--- src/rtl/assert_macros.svh ---
// Assertion helpers shared by the keypad scanner modules.
// Each macro takes a label, the clock, the reset, a condition and a consequence.
`ifndef ASSERT_MACROS_SVH
`define ASSERT_MACROS_SVH

// The consequence must hold in the same cycle as the condition.
`define KPD_ASSERT_SAME(label, clk, rst, cond, cons) \
  label: assert property (@(posedge clk) disable iff (rst) (cond) |-> (cons)) \
    else $error("keypad scanner: same-cycle check failed");

// The consequence must hold in the cycle after the condition.
`define KPD_ASSERT_NEXT(label, clk, rst, cond, cons) \
  label: assert property (@(posedge clk) disable iff (rst) (cond) |=> (cons)) \
    else $error("keypad scanner: next-cycle check failed");

`endif

--- src/rtl/kpd_pkg.sv ---
// ----------------------------------------------------------------------------
// kpd_pkg
// Types and fixed constants of the keypad scanner with autorepeat FIFO.
// ----------------------------------------------------------------------------
package kpd_pkg;

  // Scancode of key 0; key k sends BASE_CODE + k.
  localparam logic [7:0] BASE_CODE    = 8'h3B;
  // Set in a scancode that reports a release.
  localparam logic [7:0] RELEASE_FLAG = 8'h80;
  // The repeat delay counter stops here.
  localparam logic [7:0] DELAY_MAX    = 8'hFF;
  // Reset value of the first repeat delay register.
  localparam logic [7:0] DELAY_RESET  = 8'd20;

  // Input commands.
  localparam logic CMD_SCAN = 1'b0;
  localparam logic CMD_READ = 1'b1;

  // Register index of the first repeat delay register.
  localparam logic REG_FIRST_REPEAT_DELAY = 1'b0;

  // Control sequencer states.
  typedef enum logic [1:0] {
    S_IDLE,
    S_SCAN,
    S_DONE
  } state_t;

  // One key slot of a scan, offered to the FIFO control.
  typedef struct packed {
    logic       valid;  // this key has a code to push
    logic       last;   // final key slot of the scan
    logic [7:0] code;
  } push_req_t;

endpackage

--- src/rtl/kpd_code_ram.sv ---
// ----------------------------------------------------------------------------
// kpd_code_ram
// Scancode storage: one write port, one read port, registered read data.
// ----------------------------------------------------------------------------
module kpd_code_ram #(
  parameter int DEPTH = 128,
  parameter int AW    = 7
) (
  input  logic          clk,
  input  logic          wr_en,
  input  logic [AW-1:0] wr_addr,
  input  logic [7:0]    wr_data,
  input  logic          rd_en,
  input  logic [AW-1:0] rd_addr,
  output logic [7:0]    rd_data
);

  logic [7:0] mem [DEPTH];

  always_ff @(posedge clk) begin
    if (wr_en) begin
      mem[wr_addr] <= wr_data;
    end
  end

  // Read data holds until the next read is issued.
  always_ff @(posedge clk) begin
    if (rd_en) begin
      rd_data <= mem[rd_addr];
    end
  end

endmodule

--- src/rtl/kpd_key_tracker.sv ---
// ----------------------------------------------------------------------------
// kpd_key_tracker
// Key mask state, repeat blocking and delay; walks the keys of a scan one
// per cycle and offers each key's scancode.
// ----------------------------------------------------------------------------
`include "assert_macros.svh"

module kpd_key_tracker #(
  parameter int KEY_COUNT = 6
) (
  input  logic                  clk,
  input  logic                  rst,
  input  logic                  start,
  input  logic [KEY_COUNT-1:0]  key_lines,
  input  logic [7:0]            first_repeat_delay,
  output kpd_pkg::push_req_t    push,
  output logic                  scan_active
);

  localparam int KW = (KEY_COUNT > 1) ? $clog2(KEY_COUNT) : 1;
  localparam logic [KW-1:0] LAST_KEY = KW'(KEY_COUNT - 1);

  logic [KEY_COUNT-1:0] prev_keys;
  logic [KEY_COUNT-1:0] blocked;
  logic [7:0]           delay_cnt;
  logic [KEY_COUNT-1:0] emit_mask;
  logic [KEY_COUNT-1:0] rel_mask;
  logic [KW-1:0]        key_idx;
  logic                 busy;

  logic [KEY_COUNT-1:0] fresh;
  logic [KEY_COUNT-1:0] repeat_keys;
  logic [KEY_COUNT-1:0] release_keys;
  logic [KEY_COUNT-1:0] blocked_next;
  logic [7:0]           delay_next;
  logic                 repeat_ok;

  // Classify the keys of the new scan against the previous mask.
  always_comb begin
    fresh        = ~prev_keys & key_lines;
    release_keys = prev_keys & ~key_lines;
    if (fresh == '0) begin
      repeat_keys  = prev_keys & key_lines & ~blocked;
      blocked_next = blocked & ~release_keys;
      delay_next   = (delay_cnt < kpd_pkg::DELAY_MAX) ? delay_cnt + 8'd1 : delay_cnt;
    end else begin
      // A new press blocks every key already held and restarts the delay.
      repeat_keys  = '0;
      blocked_next = prev_keys & key_lines & ~release_keys;
      delay_next   = 8'd1;
    end
    repeat_ok = (delay_next >= first_repeat_delay);
  end

  always_ff @(posedge clk) begin
    if (rst) begin
      prev_keys   <= '0;
      blocked     <= '0;
      delay_cnt   <= '0;
      scan_active <= 1'b0;
      busy        <= 1'b0;
      key_idx     <= '0;
    end else if (start) begin
      prev_keys   <= key_lines;
      blocked     <= blocked_next;
      delay_cnt   <= delay_next;
      scan_active <= (key_lines != '0);
      busy        <= 1'b1;
      key_idx     <= '0;
    end else if (busy) begin
      if (key_idx == LAST_KEY) begin
        busy <= 1'b0;
      end else begin
        key_idx <= key_idx + KW'(1);
      end
    end
  end

  always_ff @(posedge clk) begin
    if (start) begin
      emit_mask <= fresh | release_keys | (repeat_ok ? repeat_keys : '0);
      rel_mask  <= release_keys;
    end
  end

  always_comb begin
    push.valid = busy && emit_mask[key_idx];
    push.last  = busy && (key_idx == LAST_KEY);
    push.code  = kpd_pkg::BASE_CODE + 8'(key_idx)
               + (rel_mask[key_idx] ? kpd_pkg::RELEASE_FLAG : 8'h00);
  end

  `KPD_ASSERT_SAME(a_start_when_free, clk, rst, start, !busy)
  `KPD_ASSERT_NEXT(a_start_walks_keys, clk, rst, start, busy && key_idx == '0)

endmodule

--- src/rtl/keypad_scancode_autorepeat_top.sv ---
// ----------------------------------------------------------------------------
// keypad_scancode_autorepeat_top
// Keypad scanner with autorepeat: scan ticks push scancodes into a FIFO
// memory, read requests pop them.
// ----------------------------------------------------------------------------
//
//   Port group   Handshake              Contents
//   input        in_valid / in_ready    cmd, key_lines
//   output       out_valid / out_ready  code, code_valid, fifo_level, any_key_down
//   config       APB psel/penable       first_repeat_delay at byte address 0
//
// A scan tick classifies the keys at its transfer, then walks the keys and
// pushes each key's code into the code memory through its single write port,
// and then loads the result. A read pops the memory at its transfer and
// loads the registered read data into the result. A scan that finds the
// FIFO full and a read of an empty FIFO go straight to the result.
// Reset needs no clearing pass; a stalled result holds the next transfer
// off only once that item has finished and waits for the output register.
// ----------------------------------------------------------------------------
`include "assert_macros.svh"

module keypad_scancode_autorepeat_top #(
  parameter int FIFO_DEPTH = 128,
  parameter int KEY_COUNT  = 6
) (
  input  logic                 clk,
  input  logic                 rst,
  // Item input.
  input  logic                 in_valid,
  output logic                 in_ready,
  input  logic                 cmd,
  input  logic [KEY_COUNT-1:0] key_lines,
  // Result output.
  output logic                 out_valid,
  input  logic                 out_ready,
  output logic [7:0]           code,
  output logic                 code_valid,
  output logic [7:0]           fifo_level,
  output logic                 any_key_down,
  // Configuration port.
  input  logic                 psel,
  input  logic                 penable,
  input  logic                 pwrite,
  input  logic [2:0]           paddr,
  input  logic [31:0]          pwdata,
  output logic [31:0]          prdata,
  output logic                 pready
);

  localparam int PW = $clog2(FIFO_DEPTH);
  localparam int CW = $clog2(FIFO_DEPTH + 1);
  localparam logic [CW-1:0] FULL_COUNT = CW'(FIFO_DEPTH);
  localparam logic [PW-1:0] LAST_ENTRY = PW'(FIFO_DEPTH - 1);

  kpd_pkg::state_t    state;
  kpd_pkg::state_t    state_next;
  kpd_pkg::push_req_t push;

  logic [7:0]    first_repeat_delay;
  logic [PW-1:0] rd_ptr;
  logic [PW-1:0] wr_ptr;
  logic [CW-1:0] count;
  logic          popped;
  logic          scan_active;
  logic [7:0]    ram_rd_data;

  logic in_xfer;
  logic fifo_full;
  logic start_scan;
  logic do_pop;
  logic do_push;
  logic out_load;

  // The configuration register is written on the access phase of an APB
  // write. The low two address bits select bytes and are not decoded.
  assign pready = 1'b1;

  always_ff @(posedge clk) begin
    if (rst) begin
      first_repeat_delay <= kpd_pkg::DELAY_RESET;
    end else if (psel && penable && pwrite && pready
                 && paddr[2] == kpd_pkg::REG_FIRST_REPEAT_DELAY) begin
      first_repeat_delay <= pwdata[7:0];
    end
  end

  assign prdata = (paddr[2] == kpd_pkg::REG_FIRST_REPEAT_DELAY)
                ? {24'h0, first_repeat_delay} : 32'h0;

  assign fifo_full = (count == FULL_COUNT);
  assign in_xfer   = in_valid && in_ready;

  // Next state. A scan that finds the FIFO full changes nothing and goes
  // straight to the result, as does every read.
  always_comb begin
    state_next = state;
    unique case (state)
      kpd_pkg::S_IDLE: begin
        if (in_valid) begin
          state_next = (cmd == kpd_pkg::CMD_SCAN && !fifo_full)
                     ? kpd_pkg::S_SCAN : kpd_pkg::S_DONE;
        end
      end
      kpd_pkg::S_SCAN: begin
        if (push.last) begin
          state_next = kpd_pkg::S_DONE;
        end
      end
      kpd_pkg::S_DONE: begin
        if (!out_valid || out_ready) begin
          state_next = kpd_pkg::S_IDLE;
        end
      end
      default: state_next = kpd_pkg::S_IDLE;
    endcase
  end

  // Sequencer outputs.
  always_comb begin
    in_ready   = 1'b0;
    start_scan = 1'b0;
    do_pop     = 1'b0;
    do_push    = 1'b0;
    out_load   = 1'b0;
    unique case (state)
      kpd_pkg::S_IDLE: begin
        in_ready   = 1'b1;
        start_scan = in_valid && cmd == kpd_pkg::CMD_SCAN && !fifo_full;
        do_pop     = in_valid && cmd == kpd_pkg::CMD_READ && count != '0;
      end
      kpd_pkg::S_SCAN: begin
        // Codes that find the FIFO full are dropped; the scan goes on.
        do_push = push.valid && !fifo_full;
      end
      kpd_pkg::S_DONE: begin
        out_load = !out_valid || out_ready;
      end
      default: ;
    endcase
  end

  always_ff @(posedge clk) begin
    if (rst) begin
      state  <= kpd_pkg::S_IDLE;
      rd_ptr <= '0;
      wr_ptr <= '0;
      count  <= '0;
      popped <= 1'b0;
    end else begin
      state <= state_next;
      if (in_xfer) begin
        popped <= do_pop;
      end
      if (do_pop) begin
        rd_ptr <= (rd_ptr == LAST_ENTRY) ? '0 : rd_ptr + PW'(1);
        count  <= count - CW'(1);
      end else if (do_push) begin
        wr_ptr <= (wr_ptr == LAST_ENTRY) ? '0 : wr_ptr + PW'(1);
        count  <= count + CW'(1);
      end
    end
  end

  // Output register: it frees the input side as soon as a result is loaded.
  always_ff @(posedge clk) begin
    if (rst) begin
      out_valid <= 1'b0;
    end else if (out_load) begin
      out_valid <= 1'b1;
    end else if (out_ready) begin
      out_valid <= 1'b0;
    end
  end

  always_ff @(posedge clk) begin
    if (out_load) begin
      code         <= popped ? ram_rd_data : 8'h00;
      code_valid   <= popped;
      fifo_level   <= 8'(count);
      any_key_down <= scan_active;
    end
  end

  kpd_code_ram #(
    .DEPTH (FIFO_DEPTH),
    .AW    (PW)
  ) u_ram (
    .clk     (clk),
    .wr_en   (do_push),
    .wr_addr (wr_ptr),
    .wr_data (push.code),
    .rd_en   (do_pop),
    .rd_addr (rd_ptr),
    .rd_data (ram_rd_data)
  );

  kpd_key_tracker #(
    .KEY_COUNT (KEY_COUNT)
  ) u_tracker (
    .clk                (clk),
    .rst                (rst),
    .start              (start_scan),
    .key_lines          (key_lines),
    .first_repeat_delay (first_repeat_delay),
    .push               (push),
    .scan_active        (scan_active)
  );

  `KPD_ASSERT_SAME(a_count_bound, clk, rst, 1'b1, count <= FULL_COUNT)
  `KPD_ASSERT_SAME(a_push_in_scan, clk, rst, do_push, state == kpd_pkg::S_SCAN)
  `KPD_ASSERT_NEXT(a_xfer_leaves_idle, clk, rst, in_xfer, state != kpd_pkg::S_IDLE)
  `KPD_ASSERT_SAME(a_load_after_work, clk, rst, out_load, !in_ready && !do_push)

endmodule

--- config.mk ---
export PLATFORM = sky130hd
export DESIGN_NAME = keypad_scancode_autorepeat_top
export DESIGN_NICKNAME = d
export VERILOG_FILES = /design/src/rtl/kpd_pkg.sv /design/src/rtl/kpd_code_ram.sv /design/src/rtl/kpd_key_tracker.sv /design/src/rtl/keypad_scancode_autorepeat_top.sv
export VERILOG_INCLUDE_DIRS = /design/src /design/src/rtl
export SDC_FILE = /design/constraint.sdc
export NUM_CORES = 1
export LEC_CHECK = 0
export BUFFER_PORTS_ARGS = -buffer_cell sky130_fd_sc_hd__buf_2
export CAP_MARGIN = 15
export CORE_MARGIN = 2
export CORE_UTILIZATION = 57
export CTS_CLUSTER_DIAMETER = 40
export DETAILED_ROUTE_END_ITERATION = 8
export PLACE_DENSITY = 0.77
export SLEW_MARGIN = 20
export SYNTH_ARGS = -nofsm -noshare
export SYNTH_HDL_FRONTEND = slang
export SYNTH_SLANG_ARGS = --single-unit
export TNS_END_PERCENT = 5
--- constraint.sdc ---
create_clock -name clk -period 6.4 [get_ports clk]
set_input_delay 1.92 -clock clk [delete_from_list [all_inputs] [get_ports clk]]
set_output_delay 1.92 -clock clk [all_outputs]
set_load 0.03 [all_outputs]
======== Word-level counts from Yosys, hierarchy flattened ========
Memory sizes are Yosys's and may differ from the RTL's. A register that Yosys moved wholly into a read port is not among the register bits.
Index checks and enable logic that the tools add are counted.
storage, ports and cells
  ROM bits ................................ 0
  input port bits ......................... 49
  RAM bits ................................ 1,024
  bits in latches ......................... 0
  memories kept ........................... 1
  bits in registers ....................... 89
cells by class
  magnitude comparators ................... 3
  add/subtract/negate cells ............... 8
  $mul .................................... 0
  bitwise logic cells ..................... 16
  divide/modulo/power cells ............... 0
  shifts and indexed selects .............. 0
  multiplexer cells ....................... 32
  equality and inequality tests ........... 9
  reductions and logical operators ........ 25
memories
  memory     depth  width  rd ports  clocked after Yosys merged registers in  write ports  line                RTL
  u_ram.mem  128    8      1         1                                        1            kpd_code_ram.sv:18  logic [7:0] mem [DEPTH];
operator list
  cell                                                                 count
  8-bit two-way mux                                                    6
  6-bit bitwise AND                                                    6
  6-bit NOT                                                            4
  6-bit two-way mux                                                    3
  8-bit by 1-bit adder with 8-bit output (second input constant)       2
  7-bit by 1-bit adder with 7-bit output (second input constant)       2
  7-bit == test (second input constant)                                2
  1-bit two-way mux                                                    14
  7-bit two-way mux                                                    2
  1-bit logical AND                                                    12
  6-bit OR                                                             2
  8-bit adder                                                          1
  8-bit == test (second input constant)                                1
  8-bit >= comparator                                                  1
  8-bit less-than comparator (second input constant)                   1
  2-bit two-way mux                                                    4
  8-bit nonzero test                                                   1
  8-bit by 1-bit subtractor with 8-bit output (second input constant)  1
  6-bit by 3-bit adder with 7-bit output (first input constant)        1
  1-bit binary-select mux with 3-bit select                            2
  6-bit logical NOT                                                    1
  2-bit != test (second input constant)                                3
  2-bit one-hot mux with 3 select lines                                1
  6-bit nonzero test                                                   1
  13 further kinds                                                     19

======== Depth between registers and ports, before layout ========
Gate-level depths: netlist of run 1.
  depth in word-level cells ............... 7
  depth in mapped cells ................... 14

======== By module ========
A second synthesis of run 1 with hierarchy kept.
second synthesis, totals
  cells, all modules ...................... 2,165
  area, all modules ....................... 44,789.2 µm²
by module, submodules not included
  module                          cells an instance  area an instance (µm²)  sequential area each (µm²)  times used
  kpd_code_ram                    1,635              39,745.6                30,989.7                    1
  keypad_scancode_autorepeat_top  276                2,695.1                 1,221.2                     1
  kpd_key_tracker                 254                2,348.5                 860.8                       1

======== Least setup slack after synthesis of run 1 ========
No wires, ideal clock.
  path type ............................... flip-flop to flip-flop
  start ................................... reg u_tracker.key_idx[0]
  end ..................................... mem u_ram.mem[0][5], data pin
  library setup time ...................... 1.197 ns
  buffers on the path ..................... 1
  arrival ................................. 5.477 ns
  cell stages (with the launch flop) ...... 3
  period minus slack after synthesis ...... 6.674 ns
  path slack .............................. -0.274 ns
  required time ........................... 5.203 ns
  cell sequence ........................... dfxtp_1 -> buf_4 -> o21ai_0
between the ends
  longest elaborated chain between the ends .. 2
ends and longest elaborated chain
  what                                    line                   RTL
  start, declared                         kpd_key_tracker.sv:28  logic [KW-1:0] key_idx;
  start signal, assigned                  kpd_key_tracker.sv:74  key_idx <= key_idx + KW'(1);
  6-bit by 3-bit adder with 7-bit output  kpd_key_tracker.sv:89  push.code = kpd_pkg::BASE_CODE + 8'(key_idx)
  8-bit adder                             kpd_key_tracker.sv:90  + (rel_mask[key_idx] ? kpd_pkg::RELEASE_FLAG : 8'h00);
  end, declared                           kpd_code_ram.sv:18
Every way passes these cells.

======== Worst setup path after layout of run 1 ========
  start ................................... in in_valid
  end ..................................... reg count[7]
between the ends
  longest elaborated chain between the ends .. 4
ends and longest elaborated chain
  what                                                            line                                   RTL
  start, declared                                                 keypad_scancode_autorepeat_top.sv:29   input logic in_valid,
  1-bit logical AND * (2 in series)                               keypad_scancode_autorepeat_top.sv:129  do_pop = in_valid && cmd == kpd_pkg::CMD_READ && count != '0;
  1-bit two-way mux *                                             keypad_scancode_autorepeat_top.sv:125  unique case (state)
  via do_pop                                                      keypad_scancode_autorepeat_top.sv:70   logic do_pop;
  8-bit two-way mux / 2-bit nonzero test (equally long branches)  n/a
  end signal, assigned                                            keypad_scancode_autorepeat_top.sv:156  count <= count - CW'(1);
  end signal, assigned                                            keypad_scancode_autorepeat_top.sv:159  count <= count + CW'(1);
  end, declared                                                   keypad_scancode_autorepeat_top.sv:62   logic [CW-1:0] count;
Mark *: on every way through the listed nets, which the timed path passes. The rest lies on a longest branch.
A chain may end at the register's enable or synchronous reset.

==> results of run 1 <==
## power by group through the flow
stage,clock network (mW),logic [mW],registers [mW]
after floorplan,0,0.222,7.28
after global placement,0,0.304,7.27
after detailed placement,0,0.323,7.27
after CTS,6.65,0.325,7.14
after global routing,6.90,0.352,7.13
final,6.60,0.325,7.13
## flip-flops by register name, summed over array words and instances (netlist names), 6 cells and up
name	flops
u_ram.mem	896
count	8
fifo_level	8
first_repeat_delay	8
u_tracker.delay_cnt	8
code	7
rd_ptr	7
u_ram.rd_data	7
wr_ptr	7
u_tracker.blocked	6
u_tracker.emit_mask	6
u_tracker.prev_keys	6
u_tracker.rel_mask	6
## area by class of cell
| type | instances | share of cell area |
|---|---|---|
| inverter | 44 | 0.003792 |
| tap | 940 | 0.02621 |
| timing repair buffer | 84 | 0.01227 |
| sequential | 991 | 0.6502 |
| multi-input combinational | 1104 | 0.2208 |
| clock inverter | 75 | 0.02002 |
| clock buffer | 132 | 0.06669 |
## logic make-up after synthesis
kind of cell | count (synthesis) | synth area share
xor gates and xnor gates | 19 | 0.004159
DFF | 991 | 0.7290
adders and majority gates | 40 | 0.01270
buffers and inverters | 190 | 0.02661
other | 2 | 0.0001877
and+or+nand+nor | 456 | 0.05150
muxes | 300 | 0.1294
AOI/OAI and AO/OA | 264 | 0.04650
## per-stage QoR
stage	setup WS, ns	utilization
final	1.978	0.6430
after global routing	1.788	0.6430
after CTS	2.042	0.6426
after detailed placement	1.347	0.5868
after global placement	1.399	0.5868
after floorplan	0.4333	-
## worst reg2reg max path: cells and delay by family, from the launching register on
family | cells | cell delay (ns)
and+or+nand+nor | 4 | 2.47
DFF | 1 | 0.70
muxes | 1 | 0.35
AOI/OAI and AO/OA | 1 | 0.30
## cell usage in the layout (no fill, tap or decap), types with 38 or more instances in the layout
cell	n
mux4_2	170
a21oi_1	60
nand3_1	46
edfxtp_1	932
dfxtp_1	56
inv_1	39
clkbuf_16	116
mux2i_1	116
buf_2	50
nand2_1	107
ha_1	38
nor2_1	199
## routing by layer
layer,up-vias,track usage
li1,9131,-
met1,11070,0.3538
met2,1415,0.4122
met3,228,0.05187
met4,2,0.1150
met5,-,0.002027
## final timing paths
check / startpoint / to / slack (ns) / depth (start not counted)
setup / recovery: in_valid / count[7] / 1.98 / 11
hold / removal: first_repeat_delay[6] / first_repeat_delay[6] / 0.46 / 2
setup reg to reg: u_tracker.key_idx[0] / u_ram.mem[99][0] / 2.20 / 6
hold reg to reg: first_repeat_delay[6] / first_repeat_delay[6] / 0.46 / 2
==> impl_metrics.py, run 1 <==
metrics = {
    "sta": {
        "final-hold-violation-count": 0,
        "finalSetupViolations": 0,
        "fmax_mhz": 226.2,
        "drv_slew": 0,
        "final.setup.tns_ns": 0,
        "worstMarginPinSlew_ns": 1.108,
        "hold_ws_ns": 0.4642,
        "relSlewSlack": 0.2421,
        "skew_ns": 0.02958,
        "rsz0062_at_grt": "no",
        "min_period_over_period": 0.6909,
        "period_needed_ns": 4.422,
    },
    "placed_design": {
        "placed_cells": 3162,
        "gp_congestion": 0.8581,
        "port_buffers": 50,
        "placed_area_um2": 40950,
        "dp_hpwl_um": 54820,
    },
    "finish": {
        "final_area_um2": 44870,
        "multi_input_area_um2": 9907,
        "area_delta_synth_final_pct": 12.15,
        "drive_gt1_frac": 0.1918,
        "n_antenna_cell": 0,
        "final_nets": 2426,
        "seqCellArea_um2": 29180,
        "fill_cells": 4501,
        "final_cell_count_no_fill": 3370,
    },
    "detailed_routing": {
        "route.met2.wl_um": 44210,
        "routed.top_layer": "met5",
        "met3WireLength_um": 9911,
        "drc_errors": 0,
        "drt_iter0_markers": 2734,
        "wirelength_um": 92420,
        "vias": 21850,
        "avgRoutedWirePerCell_um": 27.42,
        "first_pass_iters": 5,
        "wl_met1_um": 34490,
        "postRouteAntennaNets": 0,
        "vias_per_cell": 6.483,
    },
    "cts": {
        "clock_latency_ns": 0.67,
        "clk_pin_slew_ns": 0.06,
        "post_cts_resize_count": 0,
        "cts_hold_buf": 0,
        "htreeDepth": 3,
        "post-cts-setup-buffer-count": 0,
        "cts_root_buf": "clkbuf_16",
        "cts_inserted_buffers": 112,
        "clkSinkCount": 991,
        "cts_tree": "built",
        "clockBufferDepth": 3,
    },
    "pwr": {
        "sw_frac_of_total": 0.2021,
        "p_seq_frac": 0.508,
        "totalPowerFinal_mw": 14.06,
        "p_comb_frac": 0.023,
        "ir_worst_vdd_mv": 0.2290,
        "leakage_nw": 13.94,
        "pwr-share-clk": 0.469,
        "p_per_area_nw_per_um2": 313.3,
        "switchingPower_mw": 2.841,
        "p_int_mw": 11.22,
    },
    "synthesis": {
        "synth-seq-cells": 991,
        "synthTopCellsByCount": "edfxtp_1 (932), nor2_1 (199), mux4_2 (170)",
        "synth_cell_types": 77,
        "synthArstFlopShare": 0,
        "synth.area.top_cells": "edfxtp_1 (70%), mux4_2 (9.6%), dfxtp_1 (3.0%), mux2i_1 (2.9%), nor2_1 (1.9%)",
        "synth_top_area_frac": 0.6994,
        "synth.cell_area_um2": 40010,
        "yosysMostFrequentCell": "edfxtp_1",
        "ys.warnings.count": 0,
        "synth_cells": 2262,
        "synth_ff_type": "edfxtp_1",
        "yosysSeqAreaShare": 0.7290,
        "synth.largest_area_cell": "edfxtp_1",
        "synth_edf_count": 932,
        "synth.avg_cell_area_um2": 17.69,
    },
    "floorplanning": {
        "io_pins": 102,
        "die_x_um": 269.0,
        "core_um2": 69790,
        "num_rows": 97,
        "die_y_um": 269.0,
        "initial_utilization": 0.5734,
        "fp.dieArea_um2": 72330,
    },
    "global_route": {
        "grt_max_degree": 135,
        "grt_pass1_wl_um": 137500,
        "track_usage": 0.2599,
        "grt_antenna_before_repair": 0,
        "grt_pass1_vias": 21790,
        "grt-ovfl-total": 0,
    },
    "setup_path": {
        "cp_max_fo": 17,
        "slowest_stage": "a311o_1",
        "arrival_ns": 4.97,
        "worstSetupPathType": "input pin to flip-flop",
        "slowest_delay_ns": 0.50,
        "crit_family": "compound AO/OA/AOI/OAI gates",
        "cp-start-kind": "input pin",
        "cp_cell_sequence": "buf_2 -> or3b_1 -> a311o_1 -> inv_2 -> ha_1 -> a21oi_1 -> o21ai_0 -> a2111oi_0 -> nor3_1 -> mux2i_1 -> mux2_1",
        "path_buf_inv": 2,
        "endpoint_kind": "flip-flop",
        "required_ns": 6.95,
    },
    "run": {
        "cap_violations": 0,
    },
    "hold_path": {
        "hold_path.class": "flip-flop to flip-flop",
    },
    "run_status": {
        "status": "complete, no violations",
    },
}
(Power assumes the default switching activity.)
==> inputs of run 2 (changes only) <==
==> constraint.sdc (replaced) <==
create_clock -name clk -period 3.64 [get_ports clk]
set_input_delay 1.092 -clock clk [delete_from_list [all_inputs] [get_ports clk]]
set_output_delay 1.092 -clock clk [all_outputs]
set_load 0.03 [all_outputs]
==> run 2 against run 1 <==
Compared with the run above:
- sequential share of layout area shrank 0.94 points
- wire length grew 0.20%
- flip-flop and latch count is the same
- total power grew 73%
- register-to-register slack lost 1.9 ns
- via count grew 0.53%
- combinational power grew 85%
- setup slack lost 1.7 ns
- clock power grew 70%
- cell count grew 2.7%
- die area is the same
- count of clock-buffer cells in the layout shrank 1
- critical path type is now flip-flop to flip-flop
- critical endpoint is now u_ram.rd_data[4]
==> impl_metrics.py, run 2 (synthesis results as in run 1) <==
metrics = {
    "run_status": {
        "status": "complete, no violations",
    },
    "sta": {
        "final-hold-violation-count": 0,
        "min_period_over_period": 0.9224,
        "final.setup.tns_ns": 0,
        "drv_slew": 0,
        "worstMarginPinSlew_ns": 1.024,
        "fmax_mhz": 297.8,
        "hold_ws_ns": 0.4311,
        "skew_ns": 0.02524,
        "finalSetupViolations": 0,
        "relSlewSlack": 0.3176,
        "rsz0062_at_grt": "no",
        "period_needed_ns": 3.358,
    },
    "finish": {
        "drive_gt1_frac": 0.2189,
        "largest_register": "u_ram.mem",
        "mostFrequentLayoutCell": "edfxtp_1",
        "final_nets": 2512,
        "fill_cells": 4455,
        "largest_reg_flops": 896,
        "final_area_um2": 45530,
        "most-common-layout-cells": "edfxtp_1 (932), nor2_1 (199), mux4_2 (170), mux2i_1 (116), clkbuf_16 (116)",
        "n_antenna_cell": 0,
        "area_delta_synth_final_pct": 13.80,
    },
    "pwr": {
        "leakage_nw": 14.33,
        "p_comb_frac": 0.025,
        "totalPowerFinal_mw": 24.33,
        "p_seq_frac": 0.515,
        "p_per_area_nw_per_um2": 534.3,
        "ir_worst_vdd_mv": 0.3581,
        "sw_frac_of_total": 0.2093,
        "p_int_mw": 19.24,
        "pwr-share-clk": 0.460,
        "switchingPower_mw": 5.093,
    },
    "global_route": {
        "grt_antenna_before_repair": 1,
        "grt-ovfl-total": 0,
        "globalRoute.busiestLayer": "met2",
        "grt_max_degree": 129,
        "grt_pass1_vias": 21880,
        "use_met3": 0.05954,
        "track_usage": 0.2596,
        "use_met2": 0.4069,
        "grt_pass1_wl_um": 137100,
        "use_met1": 0.3532,
    },
    "hold_path": {
        "hold_path.startpoint": "u_tracker.scan_active",
        "hold_path.class": "flip-flop to flip-flop",
    },
    "detailed_routing": {
        "vias_per_cell": 6.344,
        "wirelength_um": 92610,
        "drt_iter0_markers": 2939,
        "vias": 21960,
        "drc_errors": 0,
        "first_pass_iters": 6,
        "avgRoutedWirePerCell_um": 26.75,
        "postRouteAntennaNets": 0,
    },
    "setup_path": {
        "reg2reg_from": "rd_ptr[0]",
        "endpoint_kind": "flip-flop",
        "slowest_stage": "a2111oi_0",
        "cp_cell_sequence": "buf_4 -> mux4_2 -> a2111oi_0 -> nor3_1 -> o32a_1",
        "crit_start": "rd_ptr[0]",
        "required_ns": 4.03,
        "cp-start-kind": "flip-flop",
        "cp_max_fo": 25,
        "arrival_ns": 3.75,
        "slowest_delay_ns": 0.77,
        "worstSetupPathType": "flip-flop to flip-flop",
    },
    "cts": {
        "clkSinkCount": 991,
        "htreeDepth": 3,
        "cts_hold_buf": 0,
        "cts_root_buf": "clkbuf_16",
        "clk_pin_slew_ns": 0.05,
        "cts_tree": "built",
        "cts_inserted_buffers": 114,
        "post-cts-setup-buffer-count": 0,
        "post_cts_resize_count": 0,
        "clockBufferDepth": 3,
        "clock_latency_ns": 0.69,
    },
    "placed_design": {
        "gp_congestion": 0.8798,
        "dp_hpwl_um": 56620,
        "placed_area_um2": 41730,
        "port_buffers": 50,
    },
    "floorplanning": {
        "io_pins": 102,
        "die_x_um": 269.0,
        "core_um2": 69790,
        "die_y_um": 269.0,
        "fp.dieArea_um2": 72330,
        "initial_utilization": 0.5734,
        "num_rows": 97,
    },
    "run": {
        "cap_violations": 0,
    },
}
==> run 2: metrics by stage <==
stage / worst slack, ns / utilization / cells
global route: 0.2238 / 0.6525 / 3462
finish: 0.2824 / 0.6525 / 3462
detailed placement: -0.1622 / 0.5980 / 3246
CTS: 0.3244 / 0.6521 / 3461
floorplan: -0.5978 / - / 2285
global placement: -0.1105 / 0.5980 / 3246
==> run 2: worst paths after layout <==
kind / end / slack [ns] / depth (start not counted)
worst max-delay path: u_ram.rd_data[4] / 0.28 / 5
worst min-delay path: any_key_down / 0.43 / 0
worst max register to register: u_ram.rd_data[4] / 0.28 / 5
worst min register to register: any_key_down / 0.43 / 0
==> run 2: layout make-up <==
type	count	area, µm²	share of cell area
Inverter	44	171.4	0.003765
Tap cell	940	1176	0.02583
Sequential cell	991	29180	0.6408
Multi-Input combinational cell	1104	9902	0.2175
Clock inverter	84	814.5	0.01789
Clock buffer	131	2959	0.06499
Timing Repair Buffer	168	1331	0.02924
==> run 2: metal layers <==
metal / part of all wire / vias to the layer above
met5: 0.00014 / -
met4: 0.040 / 2
met3: 0.11 / 213
met2: 0.48 / 1347
met1: 0.37 / 11100
li1: - / 9305
==> run 2: power by group through the flow <==
| stage | logic [mW] | clock network [mW] | registers [mW] |
|---|---|---|---|
| 3_3_place_gp | 0.566 | 0 | 12.8 |
| 6_report | 0.600 | 11.2 | 12.5 |
| 3_5_place_dp | 0.592 | 0 | 12.8 |
| 4_1_cts | 0.594 | 11.3 | 12.5 |
| 5_1_grt | 0.649 | 11.8 | 12.5 |
| 2_1_floorplan | 0.393 | 0 | 12.8 |
==> run 2: worst max-delay path, delay by kind of cell, from the launching register on <==
kind | cells | cell delay (ns)
buffers and inverters | 1 | 0.54
multiplexers | 1 | 0.56
flip-flops | 1 | 0.74
AND/OR/NAND/NOR | 1 | 0.14
AO/OA/AOI/OAI | 2 | 1.07
